**config.mk**
```make
export PLATFORM = sky130hd
export DESIGN_NAME = base64_codec
export DESIGN_NICKNAME = d
export VERILOG_FILES = /design/src/b64c_pkg.sv /design/src/b64c_front.sv /design/src/b64c_queue.sv /design/src/b64c_back.sv /design/src/base64_codec.sv
export SDC_FILE = /design/constraint.sdc
export NUM_CORES = 1
export LEC_CHECK = 0
export BUFFER_PORTS_ARGS = -buffer_cell sky130_fd_sc_hd__buf_2
export CAP_MARGIN = 20
export CELL_PAD_IN_SITES_DETAIL_PLACEMENT = 2
export CELL_PAD_IN_SITES_GLOBAL_PLACEMENT = 2
export CORE_ASPECT_RATIO = 1.4
export CORE_MARGIN = 1
export CORE_UTILIZATION = 41
export DETAILED_ROUTE_END_ITERATION = 6
export PLACE_DENSITY_LB_ADDON = 0.1
export SYNTH_ARGS = -nofsm -noshare
export SYNTH_HDL_FRONTEND = slang
export SYNTH_SLANG_ARGS = --single-unit
```
**constraint.sdc**
```tcl
create_clock -name clock -period 10.1 [get_ports clock]
set_input_delay 1.01 -clock clock [delete_from_list [all_inputs] [get_ports clock]]
set_output_delay 1.01 -clock clock [all_outputs]
set_load 0.02 [all_outputs]
```
**src/b64c_pkg.sv**
```systemverilog
// Shared types, constants and character mapping functions for the base64 codec.
`default_nettype none

package b64c_pkg;

   // Mode register values
   localparam logic MODE_ENCODE = 1'b0;
   localparam logic MODE_DECODE = 1'b1;

   // Register indexes on the configuration port
   localparam int unsigned REG_MODE     = 0;
   localparam int unsigned CSR_ADDR_W   = 2;
   localparam int unsigned CSR_DATA_W   = 32;

   // Padding character '='
   localparam logic [7:0] PAD_CHAR = 8'h3D;

   // Job queue between front and back; depth must stay a power of two
   localparam int unsigned JOB_QUEUE_DEPTH = 2;
   localparam int unsigned JQ_PTR_W        = $clog2(JOB_QUEUE_DEPTH);
   localparam int unsigned JQ_CNT_W        = $clog2(JOB_QUEUE_DEPTH + 1);

   // One job: up to four result bytes, emitted in order bytes[0] .. bytes[last_idx]
   typedef struct packed {
      logic [1:0]      last_idx;
      logic [3:0][7:0] bytes;
      logic            none;
      logic            last;
      logic            early;
   } job_type;

   // Decoded alphabet symbol
   typedef struct packed {
      logic       valid;
      logic [5:0] value;
   } sym_type;

   // Map a 6-bit value to its alphabet character
   function automatic logic [7:0] enc_char(input logic [5:0] v);
      logic [7:0] wide;
      logic [7:0] ch;
      wide = {2'b00, v};
      case (v) inside
         [6'd0:6'd25]:  ch = wide + 8'h41;
         [6'd26:6'd51]: ch = wide + 8'h47;
         [6'd52:6'd61]: ch = wide - 8'd4;
         6'd62:         ch = 8'h2B;
         default:       ch = 8'h2F;
      endcase
      return ch;
   endfunction

   // Map a character to its 6-bit value, flag characters outside the alphabet
   function automatic sym_type dec_char(input logic [7:0] c);
      sym_type s;
      logic [7:0] diff;
      s.valid = 1'b1;
      diff    = 8'h00;
      case (c) inside
         [8'h41:8'h5A]: diff = c - 8'h41;
         [8'h61:8'h7A]: diff = c - 8'h47;
         [8'h30:8'h39]: diff = c + 8'd4;
         8'h2B:         diff = 8'd62;
         8'h2F:         diff = 8'd63;
         default:       s.valid = 1'b0;
      endcase
      s.value = diff[5:0];
      return s;
   endfunction

endpackage

`default_nettype wire

```
**src/b64c_front.sv**
```systemverilog
// Front end: accepts items, keeps the open group and builds result jobs.
`default_nettype none

module b64c_front
   import b64c_pkg::*;
(
   input  wire logic       clock,
   input  wire logic       reset,
   input  wire logic       mode,
   input  wire logic       clear,
   input  wire logic       accept,
   input  wire logic [7:0] data_byte,
   input  wire logic       last_in,
   output job_type         job,
   output logic            job_valid
);

   logic [23:0] bits_ff, bits_in;
   logic [1:0]  count_ff, count_in;
   logic        halted_ff, halted_in;

   logic [23:0] enc_word;
   logic [23:0] enc_chunk;
   logic [23:0] dec_word;
   sym_type     sym;

   // Four characters of a chunk; keep selects how many of the last two are real
   function automatic logic [3:0][7:0] enc_quad(input logic [23:0] chunk,
                                                 input logic [1:0]  keep);
      logic [3:0][7:0] q;
      q[0] = enc_char(chunk[23:18]);
      q[1] = enc_char(chunk[17:12]);
      q[2] = (keep != 2'd0) ? enc_char(chunk[11:6]) : PAD_CHAR;
      q[3] = (keep == 2'd2) ? enc_char(chunk[5:0])  : PAD_CHAR;
      return q;
   endfunction

   assign enc_word  = {bits_ff[15:0], data_byte};
   assign enc_chunk = (count_ff == 2'd0) ? {data_byte, 16'h0000}
                                         : {bits_ff[7:0], data_byte, 8'h00};
   assign sym       = dec_char(data_byte);
   assign dec_word  = {bits_ff[17:0], sym.value};

   // Classify the item, update the group and build its job
   always_comb begin
      job       = '0;
      job_valid = 1'b0;
      bits_in   = bits_ff;
      count_in  = count_ff;
      halted_in = halted_ff;
      if (clear) begin
         bits_in   = '0;
         count_in  = '0;
         halted_in = 1'b0;
      end else if (accept) begin
         if (mode == MODE_ENCODE) begin
            if (count_ff == 2'd2) begin
               job.bytes    = enc_quad(enc_word, 2'd2);
               job.last_idx = 2'd3;
               job.last     = last_in;
               job_valid    = 1'b1;
               bits_in      = '0;
               count_in     = '0;
            end else if (last_in) begin
               job.bytes    = enc_quad(enc_chunk, count_ff);
               job.last_idx = 2'd3;
               job.last     = 1'b1;
               job_valid    = 1'b1;
               bits_in      = '0;
               count_in     = '0;
            end else begin
               bits_in  = enc_word;
               count_in = count_ff + 2'd1;
            end
         end else if (halted_ff) begin
            // Drop characters after a stop; close the stream on its last one
            if (last_in) begin
               job.none  = 1'b1;
               job.last  = 1'b1;
               job.early = 1'b1;
               job_valid = 1'b1;
               halted_in = 1'b0;
            end
         end else if (!sym.valid) begin
            // Stop: flush the partial group at once
            case (count_ff)
               2'd2: begin
                  job.bytes[0] = bits_ff[11:4];
                  job_valid    = 1'b1;
               end
               2'd3: begin
                  job.bytes[0] = bits_ff[17:10];
                  job.bytes[1] = bits_ff[9:2];
                  job.last_idx = 2'd1;
                  job_valid    = 1'b1;
               end
               default: begin
                  job_valid = 1'b0;
               end
            endcase
            bits_in   = '0;
            count_in  = '0;
            halted_in = 1'b1;
            if (last_in) begin
               job.none  = !job_valid;
               job.last  = 1'b1;
               job.early = 1'b1;
               job_valid = 1'b1;
               halted_in = 1'b0;
            end
         end else begin
            if (count_ff == 2'd3) begin
               job.bytes[0] = dec_word[23:16];
               job.bytes[1] = dec_word[15:8];
               job.bytes[2] = dec_word[7:0];
               job.last_idx = 2'd2;
               job_valid    = 1'b1;
               bits_in      = '0;
               count_in     = '0;
            end else begin
               bits_in  = dec_word;
               count_in = count_ff + 2'd1;
               // Truncated final group
               if (last_in) begin
                  case (count_ff)
                     2'd1: begin
                        job.bytes[0] = dec_word[11:4];
                     end
                     2'd2: begin
                        job.bytes[0] = dec_word[17:10];
                        job.bytes[1] = dec_word[9:2];
                        job.last_idx = 2'd1;
                     end
                     default: begin
                        job.none = 1'b1;
                     end
                  endcase
               end
            end
            if (last_in) begin
               job.last  = 1'b1;
               job_valid = 1'b1;
               bits_in   = '0;
               count_in  = '0;
            end
         end
      end
   end

   // Hold the open group
   always_ff @(posedge clock) begin
      if (reset) begin
         bits_ff   <= '0;
         count_ff  <= '0;
         halted_ff <= 1'b0;
      end else begin
         bits_ff   <= bits_in;
         count_ff  <= count_in;
         halted_ff <= halted_in;
      end
   end

endmodule

`default_nettype wire

```
**src/b64c_queue.sv**
```systemverilog
// Short job queue between the front end and the back end.
`default_nettype none

module b64c_queue
   import b64c_pkg::*;
(
   input  wire logic    clock,
   input  wire logic    reset,
   input  wire logic    wr_en,
   input  wire job_type wr_job,
   input  wire logic    rd_en,
   output job_type      rd_job,
   output logic         full,
   output logic         empty
);

   job_type               entries_ff [JOB_QUEUE_DEPTH];
   logic [JQ_PTR_W-1:0]   wr_ptr_ff, wr_ptr_in;
   logic [JQ_PTR_W-1:0]   rd_ptr_ff, rd_ptr_in;
   logic [JQ_CNT_W-1:0]   count_ff, count_in;
   logic                  do_wr, do_rd;

   assign full   = (count_ff == JQ_CNT_W'(JOB_QUEUE_DEPTH));
   assign empty  = (count_ff == '0);
   assign do_wr  = wr_en && !full;
   assign do_rd  = rd_en && !empty;
   assign rd_job = entries_ff[rd_ptr_ff];

   // Advance pointers and occupancy
   always_comb begin
      wr_ptr_in = do_wr ? wr_ptr_ff + JQ_PTR_W'(1) : wr_ptr_ff;
      rd_ptr_in = do_rd ? rd_ptr_ff + JQ_PTR_W'(1) : rd_ptr_ff;
      count_in  = count_ff;
      if (do_wr && !do_rd) begin
         count_in = count_ff + JQ_CNT_W'(1);
      end else if (do_rd && !do_wr) begin
         count_in = count_ff - JQ_CNT_W'(1);
      end
   end

   always_ff @(posedge clock) begin
      if (reset) begin
         wr_ptr_ff <= '0;
         rd_ptr_ff <= '0;
         count_ff  <= '0;
      end else begin
         wr_ptr_ff <= wr_ptr_in;
         rd_ptr_ff <= rd_ptr_in;
         count_ff  <= count_in;
      end
   end

   // Store the incoming job
   always_ff @(posedge clock) begin
      if (do_wr) begin
         entries_ff[wr_ptr_ff] <= wr_job;
      end
   end

endmodule

`default_nettype wire

```
**src/b64c_back.sv**
```systemverilog
// Back end: expands queued jobs into single results behind an output register.
`default_nettype none

module b64c_back
   import b64c_pkg::*;
(
   input  wire logic    clock,
   input  wire logic    reset,
   input  wire job_type head_job,
   input  wire logic    head_valid,
   output logic         head_done,
   input  wire logic    pop,
   output logic         empty,
   output logic [7:0]   out_byte,
   output logic         out_last,
   output logic         out_none,
   output logic         stopped_early
);

   logic [1:0] idx_ff, idx_in;
   logic       valid_ff, valid_in;
   logic       load;
   logic       final_one;
   logic [7:0] byte_ff;
   logic       last_ff, none_ff, early_ff;

   assign load      = !valid_ff || pop;
   assign final_one = (idx_ff == head_job.last_idx);
   assign head_done = load && head_valid && final_one;

   // Step through the head job, one result per cycle while the output register is empty or popped
   always_comb begin
      idx_in   = idx_ff;
      valid_in = valid_ff;
      if (load) begin
         valid_in = head_valid;
         if (head_valid) begin
            idx_in = final_one ? 2'd0 : idx_ff + 2'd1;
         end
      end
   end

   always_ff @(posedge clock) begin
      if (reset) begin
         idx_ff   <= '0;
         valid_ff <= 1'b0;
      end else begin
         idx_ff   <= idx_in;
         valid_ff <= valid_in;
      end
   end

   // Load the output register
   always_ff @(posedge clock) begin
      if (load && head_valid) begin
         byte_ff  <= head_job.bytes[idx_ff];
         none_ff  <= head_job.none;
         last_ff  <= head_job.last && final_one;
         early_ff <= head_job.early && final_one;
      end
   end

   assign empty         = !valid_ff;
   assign out_byte      = byte_ff;
   assign out_last      = last_ff;
   assign out_none      = none_ff;
   assign stopped_early = early_ff;

endmodule

`default_nettype wire

```
**src/base64_codec.sv**
```systemverilog
// Top level of the streaming base64 codec: mode register, front end, job queue, back end.
//
//  channel  | direction | handshake            | payload
//  ---------+-----------+----------------------+-----------------------------------------
//  req      | in        | push / full          | req_data_byte, req_last_in
//  rsp      | out       | empty / pop          | rsp_out_byte, rsp_out_last, rsp_out_none,
//           |           |                      | rsp_stopped_early
//  csr      | in/out    | psel, penable, pready| paddr, pwrite, pwdata, prdata (mode at 0)
//
//  An item is taken while push is high and full is low; its job is registered in the queue,
//  and its results reach rsp through the back end's output register, one per cycle while
//  rsp is popped. Encoding gives 4 characters per 3 bytes; decoding is held to one
//  character per cycle by the input, giving 3 results per 4 characters.
//  The two-entry job queue lets the front end keep taking items while results wait.
//  Reset is synchronous and clears the mode, the open group, the queue and the output.
//  A write to mode clears the open group; write it only while the codec is idle.
`default_nettype none

module base64_codec
   import b64c_pkg::*;
(
   input  wire logic                  clock,
   input  wire logic                  reset,
   // request channel
   input  wire logic                  push,
   output logic                       full,
   input  wire logic [7:0]            req_data_byte,
   input  wire logic                  req_last_in,
   // response channel
   output logic                       empty,
   input  wire logic                  pop,
   output logic [7:0]                 rsp_out_byte,
   output logic                       rsp_out_last,
   output logic                       rsp_out_none,
   output logic                       rsp_stopped_early,
   // register port
   input  wire logic                  psel,
   input  wire logic                  penable,
   input  wire logic                  pwrite,
   input  wire logic [CSR_ADDR_W-1:0] paddr,
   input  wire logic [CSR_DATA_W-1:0] pwdata,
   output logic [CSR_DATA_W-1:0]      prdata,
   output logic                       pready
);

   logic    mode_ff, mode_in;
   logic    mode_wr;
   logic    accept;
   job_type front_job;
   logic    front_valid;
   job_type head_job;
   logic    q_empty;
   logic    head_done;

   // Register port: single mode register
   assign pready  = 1'b1;
   assign mode_wr = psel && penable && pwrite && pready
                    && (paddr == CSR_ADDR_W'(REG_MODE));
   assign mode_in = mode_wr ? pwdata[0] : mode_ff;
   assign prdata  = {{(CSR_DATA_W-1){1'b0}}, mode_ff};

   always_ff @(posedge clock) begin
      if (reset) begin
         mode_ff <= MODE_ENCODE;
      end else begin
         mode_ff <= mode_in;
      end
   end

   assign accept = push && !full;

   b64c_front u_front (
      .clock     (clock),
      .reset     (reset),
      .mode      (mode_ff),
      .clear     (mode_wr),
      .accept    (accept),
      .data_byte (req_data_byte),
      .last_in   (req_last_in),
      .job       (front_job),
      .job_valid (front_valid)
   );

   b64c_queue u_queue (
      .clock  (clock),
      .reset  (reset),
      .wr_en  (front_valid),
      .wr_job (front_job),
      .rd_en  (head_done),
      .rd_job (head_job),
      .full   (full),
      .empty  (q_empty)
   );

   b64c_back u_back (
      .clock         (clock),
      .reset         (reset),
      .head_job      (head_job),
      .head_valid    (!q_empty),
      .head_done     (head_done),
      .pop           (pop),
      .empty         (empty),
      .out_byte      (rsp_out_byte),
      .out_last      (rsp_out_last),
      .out_none      (rsp_out_none),
      .stopped_early (rsp_stopped_early)
   );

`ifndef SYNTH
   // An end marker is always the last transaction of its stream
   a_none_is_last: assert property (@(posedge clock) disable iff (reset)
      (!empty && rsp_out_none) |-> rsp_out_last)
      else $error("end marker without last flag");

   // Early stop is reported only on the last transaction
   a_early_is_last: assert property (@(posedge clock) disable iff (reset)
      (!empty && rsp_stopped_early) |-> rsp_out_last)
      else $error("early stop on a non-final result");

   // An end marker carries a zero byte
   a_none_zero: assert property (@(posedge clock) disable iff (reset)
      (!empty && rsp_out_none) |-> (rsp_out_byte == 8'h00))
      else $error("end marker with a non-zero byte");

   // A job only enters the queue for an accepted item
   a_job_from_item: assert property (@(posedge clock) disable iff (reset)
      front_valid |-> accept)
      else $error("job built without an accepted item");
`endif

endmodule

`default_nettype wire
```
# After elaboration in Yosys (flattened, before gate mapping)
# Memories as Yosys holds them, arrays and structs flattened. A register that Yosys moved wholly into a read port is not among the register bits.
# Index checks and enable logic that the tools add are counted.
# W data, S select, Z words.
dict set report totals {
  ff_bits 40
  ramBits 74
  in_bits 50
  out_inout_bits 46
  word_cells 278
  memories 1
}
# memory words width read_ports rd_clocked_by_memory_dff write_ports line_no
set memory_table {}
lappend memory_table {u_queue.entries_ff 2 37 1 1 1 b64c_queue.sv:17} ;# job_type entries_ff [JOB_QUEUE_DEPTH];
dict set report op_classes {
  add_sub_neg 30
  magnitude_cmp 49
  n_eq_ne 15
  muxes 115
  bitwise 1
  n_reduce_logical 54
}
# cell count
set op_table {}
lappend op_table {{$mux W8} 28}
lappend op_table {{$mux W18} 8}
lappend op_table {{$add A6 B7 Y8 const B} 14}
lappend op_table {{$le A6 B6 Y1 const B} 14}
lappend op_table {{$mux W37} 2}
lappend op_table {{$mux W24} 3}
lappend op_table {{$mux W34} 2}
lappend op_table {{$sub A6 B3 Y7 const B} 7}
lappend op_table {{$eq A6 B6 Y1 const B} 7}
lappend op_table {{$ge A6 B1 Y1 const B} 7}
lappend op_table {{$ge A6 B5 Y1 const B} 7}
lappend op_table {{$ge A6 B6 Y1 const B} 7}
lappend op_table {{$le A6 B5 Y1 const B} 7}
lappend op_table {{$mux W1} 37}
lappend op_table {{$logic_and A1 B1 Y1} 36}
lappend op_table {{$pmux W8 S2} 2}
lappend op_table {{$mux W2} 15}
lappend op_table {{$mux W3} 10}
lappend op_table {{$mux W6} 5}
lappend op_table {{$mux W17} 1}
lappend op_table {{$bmux W8 S2} 1}
lappend op_table {{$eq A8 B6 Y1 const B} 2}
lappend op_table {{$ge A8 B7 Y1 const B} 2}
lappend op_table {{$le A8 B7 Y1 const B} 2}
lappend op_table {{21 further kinds} 38}

# Logic depth before layout (Yosys ltp)
# Gate-level depths: netlist of run 1.
dict set report depth {
  ltp_word 22
  mapped_depth 15
  depth_no_buf 12
}

# Hierarchy
# From an unflattened synthesis of run 1, not the netlist that was laid out.
dict set report unflattened {
  cells_unflattened 1028
  area_unflattened_um2 9407.8
}
# mod n_inst cells_per_inst area_per_inst_um2 seq_area_each_um2
set modules_own_cells {}
lappend modules_own_cells {b64c_front 1 800 5447.7 420.4}
lappend modules_own_cells {b64c_queue 1 140 2884.0 2322.2}
lappend modules_own_cells {b64c_back 1 45 753.2 390.4}
lappend modules_own_cells {base64_codec 1 43 322.8 20.0}

# Worst setup path before layout of run 1
# Ideal clock, no wire load.
dict set report synth_timing {
  path_kind {input to register}
  startpoint {input req_data_byte[0]}
  endpoint {memory u_queue.entries_ff[1][0] in the netlist's numbering, enable pin}
  setup_time_ps 398
  arrival_time_ps 3725
  required_time_ps 9702
  setup_slack_ps 5977
  cell_stages 9
  n_path_buf 2
  path_cell_list {clkbuf_2 > clkbuf_1 > inv_1 > ha_1 > nor2b_2 > o32ai_1 > o211ai_2 > a21o_1 > and3_1}
}
dict set report synth_between {
  elab_chain_len 14
  word_cells_on_any_way 24
  cone_classes {6 x order compare; 2 x eq/ne; 12 x mux; 4 x reduce/logical}
}
# element line_no
set synth_lines {}
lappend synth_lines {{start: declaration} base64_codec.sv:27} ;# input wire logic [7:0] req_data_byte,
lappend synth_lines {{parallel branches: the longest is 5 deep, another holds $ge A8 B6 Y1} --}
lappend synth_lines {{$mux W1 *} b64c_pkg.sv:59} ;# case (c) inside
lappend synth_lines {{$mux W1 *} b64c_front.sv:84} ;# end else if (!sym.valid) begin
lappend synth_lines {{$mux W1 *} b64c_front.sv:75} ;# end else if (halted_ff) begin
lappend synth_lines {{$mux W1 *} b64c_front.sv:56} ;# if (mode == MODE_ENCODE) begin
lappend synth_lines {{$mux W1 *} b64c_front.sv:55} ;# end else if (accept) begin
lappend synth_lines {{$mux W1 *} b64c_front.sv:51} ;# if (clear) begin
lappend synth_lines {{$logic_and A1 B1 Y1 *} b64c_queue.sv:25} ;# assign do_wr = wr_en && !full;
lappend synth_lines {{$mux W1 *} b64c_queue.sv:55} ;# if (do_wr) begin
lappend synth_lines {{$mux W1 (implied by the code) *} b64c_queue.sv:56} ;# entries_ff[wr_ptr_ff] <= wr_job;
lappend synth_lines {{end: declaration} b64c_queue.sv:17}
# Every way passes the cells marked *.

==> impl_metrics.ini, run 1 <==
[setup_path]
ff2ff_setup_slack_ns = 5.77
r2r_start = u_front.count_ff[0]$_SDFFE_PP0P_
required_ns = 10.19
rr_worst_depth = 12
crit_type = in -> reg
r2r-end = u_queue.entries_ff[0][13]$_DFFE_PP_
crit_path_cell_trace = buf_2, inv_1, ha_1, nor2b_2, o32ai_1, o211ai_2, a21oi_1, a221oi_1, nor4_1
critPathLaunchType = input port
crit_fanout = 18
slowest_delay_ns = 0.71
cpMaxStageDelayCell = nor4_1
worstPathArrival_ns = 4.48
critPathCaptureType = register

[clocking]
h-tree-depth = 4
max-clock-path-buffers = 2
postCtsResizedCells = 0
cts_made_buffers = 17
clock_tree.root_cell = clkbuf_16
post-cts-setup-buffers = 0
clkSlewWorstSetupHoldPaths_ns = 0.06
hold_buffers = 0
clk_latency_ns = 0.42
cts_sinks = 115
tritoncts = done

[hold_path]
whs_path_depth = 2
min_from = u_back.valid_ff$_SDFFE_PP0N_
hold_path_class = reg -> reg
hold_end = u_back.valid_ff$_SDFFE_PP0N_

[detailed_routing]
drc = 0
drt-wirelength-per-cell_um = 27.0
drtIter0Drc = 585
ant_nets = 0
via_per_inst = 6.34
drt_wl_total_mm = 36.0
drtPass1Iterations = 5
num_vias = 8457

[logic_synthesis]
synth_seq_area_share_pct = 32.9
syn_inst = 1029
synthArstFlopShare_pct = 0
ys_warn_count = 0
synth_edf_count = 85
syn-cell-area_um2 = 9580
synthFlopType = edfxtp_1
synth-seq-cells = 115
avgSynthCellArea_um2 = 9.31
synth.distinct_cells = 97

[floorplanning]
die_h_um = 183
rows = 65
start_util_pct = 42.1
boundaryPins = 96
die_w_um = 131
die_area_um2 = 24000
core_area_um2 = 22800

[power_and_ir_drop]
cellPowerDensity_nw_per_um2 = 199
pwr-share-comb_pct = 36.6
peakVddDrop_uv = 126
p_leak_nw = 3.73
sw_frac_of_total_pct = 39.5
p_switching_w = 0.000814
p_int_w = 0.00125
power.share.clock_pct = 29.9
seq_power_share_pct = 33.6

[placed_design]
dpl_cell_area_um2 = 9760
dp.cells = 1302
dpl.hpwl_mm = 25.9
dp_slack_ns = 5.33
gp_congestion = 0.860
io_buffers = 32

[timing]
max_freq_mhz = 228
fin_crit_sh_pct = 43.4
hold_slack_ns = 0.525
setup_ws_ns = 5.72
final.setup_skew_ns = 0.0136
maxSlewHeadroom_pct = 17.7
maxSlewViolCount = 0
setup_viol = 0
setup_tns_ns = 0
period_needed_ns = 4.38
hold_violations = 0
worst_pin_slew_ns = 1.23
rsz0062_at_grt = no

[cells_and_area]
regArea_um2 = 3150
final_cell_mix = nand2_1, edfxtp_1, ha_1
antenna_cells = 0
drive_gt1_share_pct = 14.8
layout.cells.non_filler = 1334
stdcell_area_um2 = 10400
final_nets = 1136
fill_cells = 2487
multi_input_area_um2 = 5790
areaGrowthSynthToFinish_pct = 8.10
final_common_cell = nand2_1

[global_route]
grt_pass1_wl_mm = 55.4
grt_antenna_before_repair = 0
grt.total_usage_pct = 30.4
overflow = 0
grt_pass1_vias = 9007
grt_max_degree = 55

[flow_run]
maxCapViolations = 0

[outcome]
outcome = completed
==> how the worst max path moves through the flow <==
stage,start,end
3_3_place_gp,req_data_byte[2],u_queue.count_ff[1]$_SDFFE_PP0P_
2_1_floorplan,req_data_byte[0],u_queue.entries_ff[1][0]$_DFFE_PP_
3_5_place_dp,req_data_byte[2],u_queue.count_ff[1]$_SDFFE_PP0P_
6_report,req_data_byte[2],u_queue.entries_ff[1][8]$_DFFE_PP_
5_1_grt,u_front.count_ff[0]$_SDFFE_PP0P_,u_queue.entries_ff[1][16]$_DFFE_PP_
4_1_cts,req_data_byte[2],u_queue.entries_ff[0][8]$_DFFE_PP_
==> critical path, delay by kind of cell <==
family | cells | cell delay, ns
AND/OR/NAND/NOR | 2 | 0.91
buffers and inverters | 2 | 0.67
AO/OA/AOI/OAI | 4 | 1.53
adder cells (fa/ha/maj) | 1 | 0.33
==> power by group through the flow <==
stage / clock (W) / combinational, W / sequential [W]
detailed placement: 0 / 0.000739 / 0.000701
finish: 0.000616 / 0.000754 / 0.000692
global route: 0.000639 / 0.000812 / 0.000701
global placement: 0 / 0.000707 / 0.000690
floorplan: 0 / 0.000529 / 0.000678
CTS: 0.000619 / 0.000754 / 0.000693
==> metrics by stage <==
step	power (W)	util, %
2_1_floorplan	0.00121	-
3_3_place_gp	0.00140	42.9
3_5_place_dp	0.00144	42.9
4_1_cts	0.00207	45.5
5_1_grt	0.00215	45.5
6_report	0.00206	45.5
==> final cells by class <==
class | instances | share of cell area [%]
Multi-Input combinational cell | 794 | 55.9
Sequential cell | 115 | 30.4
Clock buffer | 17 | 4.11
Tap cell | 301 | 3.64
Timing Repair Buffer | 46 | 2.56
Inverter | 46 | 1.67
Clock inverter | 15 | 1.66
==> registers in the layout, summed over array words and instances (netlist names), named ones only <==
| signal | count |
|---|---|
| mode_ff | 1 |
| u_back.idx_ff | 2 |
| u_back.out_byte | 8 |
| u_back.out_last | 1 |
| u_back.out_none | 1 |
| u_back.stopped_early | 1 |
| u_back.valid_ff | 1 |
| u_front.bits_ff | 18 |
| u_front.count_ff | 2 |
| u_front.halted_ff | 1 |
| u_queue.count_ff | 2 |
| u_queue.entries_ff | 74 |
| u_queue.rd_ptr_ff | 1 |
| u_queue.wr_ptr_ff | 1 |
==> routing by layer <==
metal	vias to the layer above	global-route usage, %	part of all wire [%]
li1	3828	-	-
met3	71	3.43	3.2
met4	0	13.1	3.9
met2	199	56.8	53
met5	-	0	0
met1	4359	34.6	40
==> cells by family (layout without fill, tap and decap cells) <==
| logic type | count (synthesis) | in the layout | share of synthesized area (%) |
|---|---|---|---|
| xor gates and xnor gates | 32 | 32 | 2.93 |
| buffers and inverters | 150 | 124 | 7.89 |
| AOI/OAI and AO/OA | 320 | 320 | 24.7 |
| other | 2 | 32 | 0.0784 |
| adders and majority gates | 66 | 66 | 8.62 |
| and+or+nand+nor | 300 | 300 | 15.8 |
| muxes | 44 | 44 | 7.03 |
| DFF | 115 | 115 | 32.9 |
==> cell usage after synthesis, types with 22 or more instances <==
master    number  area (µm²)
xnor2_1       24         210
a211oi_1      27         203
nand2_1       91         342
dfxtp_1       30         601
nor3_1        26         130
clkbuf_1      49         184
o21ai_0       44         220
nor2_1        55         206
edfxtp_1      85        2550
nand3_1       29         145
buf_4         36         270
a21oi_1       59         295
ha_1          66         826
inv_1         43         161
a221oi_1      22         193
Note: power is estimated with default switching activity, not from simulation.
==> inputs of run 2 (changes only) <==
CORE_UTILIZATION = 38   (was 41)
clock period = 4.23 ns   (was 10.1 ns; I/O delays follow)
==> run 2 against run 1 <==
Register-to-register slack worse by 5.4 ns. Cell count is 2.8% higher. Design area is 1.8% higher. Global-route usage is 1.8 points lower. Count of clock-buffer cells in the layout stayed put. Highest routed layer unchanged.
==> impl_metrics.ini, run 2 (synthesis results as in run 1) <==
[power_and_ir_drop]
cellPowerDensity_nw_per_um2 = 458
power_w = 0.00483
p_leak_nw = 3.83
peakVddDrop_uv = 323

[cells_and_area]
areaGrowthSynthToFinish_pct = 10.0
final_common_cell = nand2_1
fill_cells = 2705
antenna_cells = 0
largest-register = u_queue.entries_ff
final_nets = 1160
final_cell_mix = nand2_1, edfxtp_1, ha_1
largest_reg_flops = 74
drive_gt1_share_pct = 16.7

[timing]
period_needed_ns = 3.86
maxSlewHeadroom_pct = 29.9
setup_viol = 0
fin_crit_sh_pct = 91.1
hold_violations = 0
max_freq_mhz = 259
rsz0062_at_grt = no
worst_pin_slew_ns = 1.04
final.setup_skew_ns = 0.0131
maxSlewViolCount = 0
setup_tns_ns = 0

[hold_path]
hold_end = mode_ff$_SDFFE_PP0P_
hold_path_class = in -> reg
whs_path_depth = 3
min_from = pwdata[0]

[detailed_routing]
ant_nets = 0
num_vias = 8510
drc = 0
drtIter0Drc = 424
drt_wl_total_mm = 35.7
via_per_inst = 6.20
drt-wirelength-per-cell_um = 26.0
drtPass1Iterations = 4

[clocking]
h-tree-depth = 4
max-clock-path-buffers = 2
postCtsResizedCells = 0
clock_tree.root_cell = clkbuf_16
post-cts-setup-buffers = 0
hold_buffers = 0
cts_made_buffers = 17
tritoncts = done
cts_sinks = 115
clkSlewWorstSetupHoldPaths_ns = 0.06
clk_latency_ns = 0.42

[global_route]
grt.total_usage_pct = 28.5
grt-busiest-layer = met2
use_met1_pct = 32.9
grt_pass1_vias = 9046
use_met3_pct = 3.36
grt_pass1_wl_mm = 55.0
grt_antenna_before_repair = 0
overflow = 0
grt_max_degree = 38
grt_use_met2_pct = 52.6

[placed_design]
dpl.hpwl_mm = 27.0
gp_congestion = 0.841
io_buffers = 32

[floorplanning]
die_h_um = 190
core_area_um2 = 24700
die_area_um2 = 25900
start_util_pct = 38.8
die_w_um = 136
boundaryPins = 96
rows = 68

[setup_path]
crit_fanout = 8
rr_worst_depth = 10
ff2ff_setup_slack_ns = 0.37
critPathLaunchType = register
critPathCaptureType = register
crit_type = reg -> reg
required_ns = 4.38
worstPathArrival_ns = 4.00
r2r-end = u_queue.entries_ff[0][9]$_DFFE_PP_
r2r_start = u_front.count_ff[0]$_SDFFE_PP0P_
cp-startpoint = u_front.count_ff[0]$_SDFFE_PP0P_

[flow_run]
maxCapViolations = 0

[outcome]
outcome = completed
[run 2: cell count changes in the layout (fill, tap and decap cells not counted), sizes merged]
cell      change
buf          +24
clkinvlp      +3
clkinv        -1
inv           -1
bufinv        -1
[run 2: layout make-up]
class	instances	area, µm²	area share [%]
tap	315	394	3.74
timing repair buffer	70	470	4.46
clock buffer	17	425	4.04
sequential	115	3150	29.9
clock inverter	15	131	1.25
inverter	46	173	1.64
multi-input combinational	794	5790	55.0
[run 2: critical path: stages (launching register included)]
cell and delay, ns:
dfxtp_1 0.33, inv_1 0.12, ha_1 0.44, mux2i_2 0.63, inv_1 0.14, ha_1 0.31
o211a_1 0.29, nand2b_1 0.28, and2_4 0.25, a211o_1 0.28, a311oi_1 0.49
[run 2: how the worst max path moves through the flow]
stage	endpoint	slack, ns
global placement	u_queue.entries_ff[0][5]$_DFFE_PP_	0.47
finish	u_queue.entries_ff[0][9]$_DFFE_PP_	0.37
CTS	u_queue.entries_ff[0][16]$_DFFE_PP_	0.42
global route	u_queue.entries_ff[0][8]$_DFFE_PP_	0.23
floorplan	u_queue.entries_ff[1][0]$_DFFE_PP_	0.69
detailed placement	u_queue.entries_ff[1][16]$_DFFE_PP_	0.45
[run 2: routing by layer]
metal	up-vias	part of all wire, %
li1	3887	-
met1	4338	41
met2	214	53
met3	71	3.1
met4	0	3.4
met5	-	0
[run 2: power by group]
part           switching, W  total, W  leakage, nW  internal [W]
Clock              0.000566   0.00137        0.264      0.000809
Combinational       0.00119   0.00186         2.52      0.000672
Sequential         0.000140   0.00159         1.05       0.00145
[run 2: stage by stage]
stage	instance area, µm²	worst slack, ns	hold slack (ns)	cells	util, %
floorplan	9690	0.694	0.463	1059	-
global placement	9980	0.474	0.474	1340	40.5
detailed placement	9980	0.450	0.476	1340	40.5
CTS	10500	0.419	0.250	1372	42.7
global route	10500	0.230	0.274	1372	42.7
finish	10500	0.375	0.255	1372	42.7
==> inputs of run 3 (changes only) <==
BUFFER_PORTS_ARGS = unset   (was -buffer_cell sky130_fd_sc_hd__buf_2)
CORE_UTILIZATION = 41   (was 38)
DONT_BUFFER_PORTS = 1   (was unset)
==> run 3 against run 2 <==
Worst setup slack improved by 0.055 ns. Hold slack worse by 0.19 ns. Die area decreased by 7.2%. Non-clock buffer count decreased by 39. Global-route usage is 2.3 points higher. Critical endpoint is now u_queue.entries_ff[1][8]$_DFFE_PP_. Largest cell class unchanged. Highest routed layer unchanged.
==> impl_metrics.ini, run 3 (synthesis results as in run 1) <==
[outcome]
outcome = completed

[flow_run]
maxCapViolations = 0

[global_route]
grt_pass1_wl_mm = 56.3
grt_max_degree = 38
grt_antenna_before_repair = 0
grt.total_usage_pct = 30.8
overflow = 0
grt_pass1_vias = 9140

[setup_path]
rr_worst_depth = 12
crit_type = reg -> reg
critPathTopFamily = simple AND/OR/NAND/NOR gates
r2r_start = u_front.count_ff[0]$_SDFFE_PP0P_
ff2ff_setup_slack_ns = 0.43
r2r-end = u_queue.entries_ff[1][8]$_DFFE_PP_
worstPathArrival_ns = 3.93
crit_fanout = 34
crit_path_cell_trace = inv_1, ha_1, buf_12, mux2_2, inv_1, ha_1, nor2b_1, o211a_1, nand2b_1, a311oi_1, a311oi_1, nor4_1
critPathLaunchType = register
critPathBufInv = 3
slowest_delay_ns = 0.61
critPathCaptureType = register
required_ns = 4.36
cpMaxStageDelayCell = nor4_1

[timing]
maxSlewHeadroom_pct = 30.2
maxSlewViolCount = 0
fin_crit_sh_pct = 89.8
hold_slack_ns = 0.0620
final.setup_skew_ns = 0.00904
rsz0062_at_grt = no
max_freq_mhz = 263
hold_violations = 0
period_needed_ns = 3.80
setup_tns_ns = 0
worst_pin_slew_ns = 1.02
setup_viol = 0

[cells_and_area]
regArea_um2 = 3150
largest-register = u_queue.entries_ff
fill_cells = 2455
largest_reg_flops = 74
final_common_cell = nand2_1
final_nets = 1121
areaGrowthSynthToFinish_pct = 7.77
final_cell_mix = nand2_1, edfxtp_1, ha_1
drive_gt1_share_pct = 13.7
antenna_cells = 0
multi_input_area_um2 = 5790

[clocking]
clock_tree.root_cell = clkbuf_16
post-cts-setup-buffers = 0
h-tree-depth = 4
clk_latency_ns = 0.42
hold_buffers = 0
cts_sinks = 115
clkSlewWorstSetupHoldPaths_ns = 0.07
postCtsResizedCells = 0
tritoncts = done
cts_made_buffers = 17
max-clock-path-buffers = 2

[hold_path]
whs_path_depth = 1
min_from = reset
hold_end = u_back.idx_ff[0]$_SDFFE_PP0P_
hold_path_class = in -> reg

[detailed_routing]
via_per_inst = 6.48
drt_wl_total_mm = 36.3
num_vias = 8552
drt-wirelength-per-cell_um = 27.6
drtPass1Iterations = 4
top_layer_used = met4
drtIter0Drc = 500
ant_nets = 0
drc = 0
met1Wirelength_mm = 14.3
dr_wl_met2_mm = 19.5
wl_met3_mm = 1.11

[floorplanning]
rows = 65
die_h_um = 183
core_area_um2 = 22800
start_util_pct = 42.1
die_w_um = 131
die_area_um2 = 24000
boundaryPins = 96

[placed_design]
io_buffers = 0
dpl.hpwl_mm = 25.8
gp_congestion = 0.860

[power_and_ir_drop]
peakVddDrop_uv = 270
p_leak_nw = 3.68
cellPowerDensity_nw_per_um2 = 471
## run 3: changes by cell type in the layout (fill, tap and decap cells not counted), sizes merged
cell / delta
clkinvlp: -1
buf: -39
clkinv: -6
inv: +7
## run 3: through the flow
step / cell area (µm²) / total power [W] / util, % / setup slack, ns / cells
after global routing: 10300 / 0.00508 / 45.3 / 0.207 / 1319
after global placement: 9740 / 0.00329 / 42.8 / 0.644 / 1287
after detailed placement: 9740 / 0.00337 / 42.8 / 0.431 / 1287
after floorplan: 9690 / 0.00288 / - / 0.694 / 1059
final: 10300 / 0.00486 / 45.3 / 0.430 / 1319
after CTS: 10300 / 0.00488 / 45.3 / 0.420 / 1319
## run 3: area by class of cell
cell class              instances  area share, %
clock buffers                  17           4.12
clock inverters                15           1.54
inverters                      46           1.67
multi-input cells             794           56.1
flip-flops and latches        115           30.6
well taps                     301           3.65
repair buffers                 31           2.38
## run 3: where the power goes
| part | switching [W] | total (W) | internal [W] | leakage [nW] |
|---|---|---|---|---|
| clock | 0.000633 | 0.00147 | 0.000837 | 0.280 |
| sequential | 0.000227 | 0.00169 | 0.00146 | 1.05 |
| combinational | 0.00109 | 0.00171 | 0.000622 | 2.35 |
## run 3: per-layer routing
metal,vias up,track usage (%)
met5,-,0
met4,0,14.4
met3,86,3.62
met2,233,58.1
met1,4421,34.3
li1,3812,-
## run 3: worst max path at each step
| stage | end | slack [ns] | startpoint | cells past startpoint |
|---|---|---|---|---|
| after floorplan | u_queue.entries_ff[1][0]$_DFFE_PP_ | 0.69 | req_data_byte[0] | 9 |
| after global placement | u_queue.entries_ff[1][16]$_DFFE_PP_ | 0.64 | u_front.count_ff[0]$_SDFFE_PP0P_ | 13 |
| after detailed placement | u_queue.entries_ff[0][16]$_DFFE_PP_ | 0.43 | u_front.count_ff[0]$_SDFFE_PP0P_ | 13 |
| after CTS | u_queue.entries_ff[1][16]$_DFFE_PP_ | 0.42 | u_front.count_ff[0]$_SDFFE_PP0P_ | 13 |
| after global routing | u_queue.entries_ff[1][16]$_DFFE_PP_ | 0.21 | u_front.count_ff[0]$_SDFFE_PP0P_ | 13 |
| final | u_queue.entries_ff[1][8]$_DFFE_PP_ | 0.43 | u_front.count_ff[0]$_SDFFE_PP0P_ | 12 |
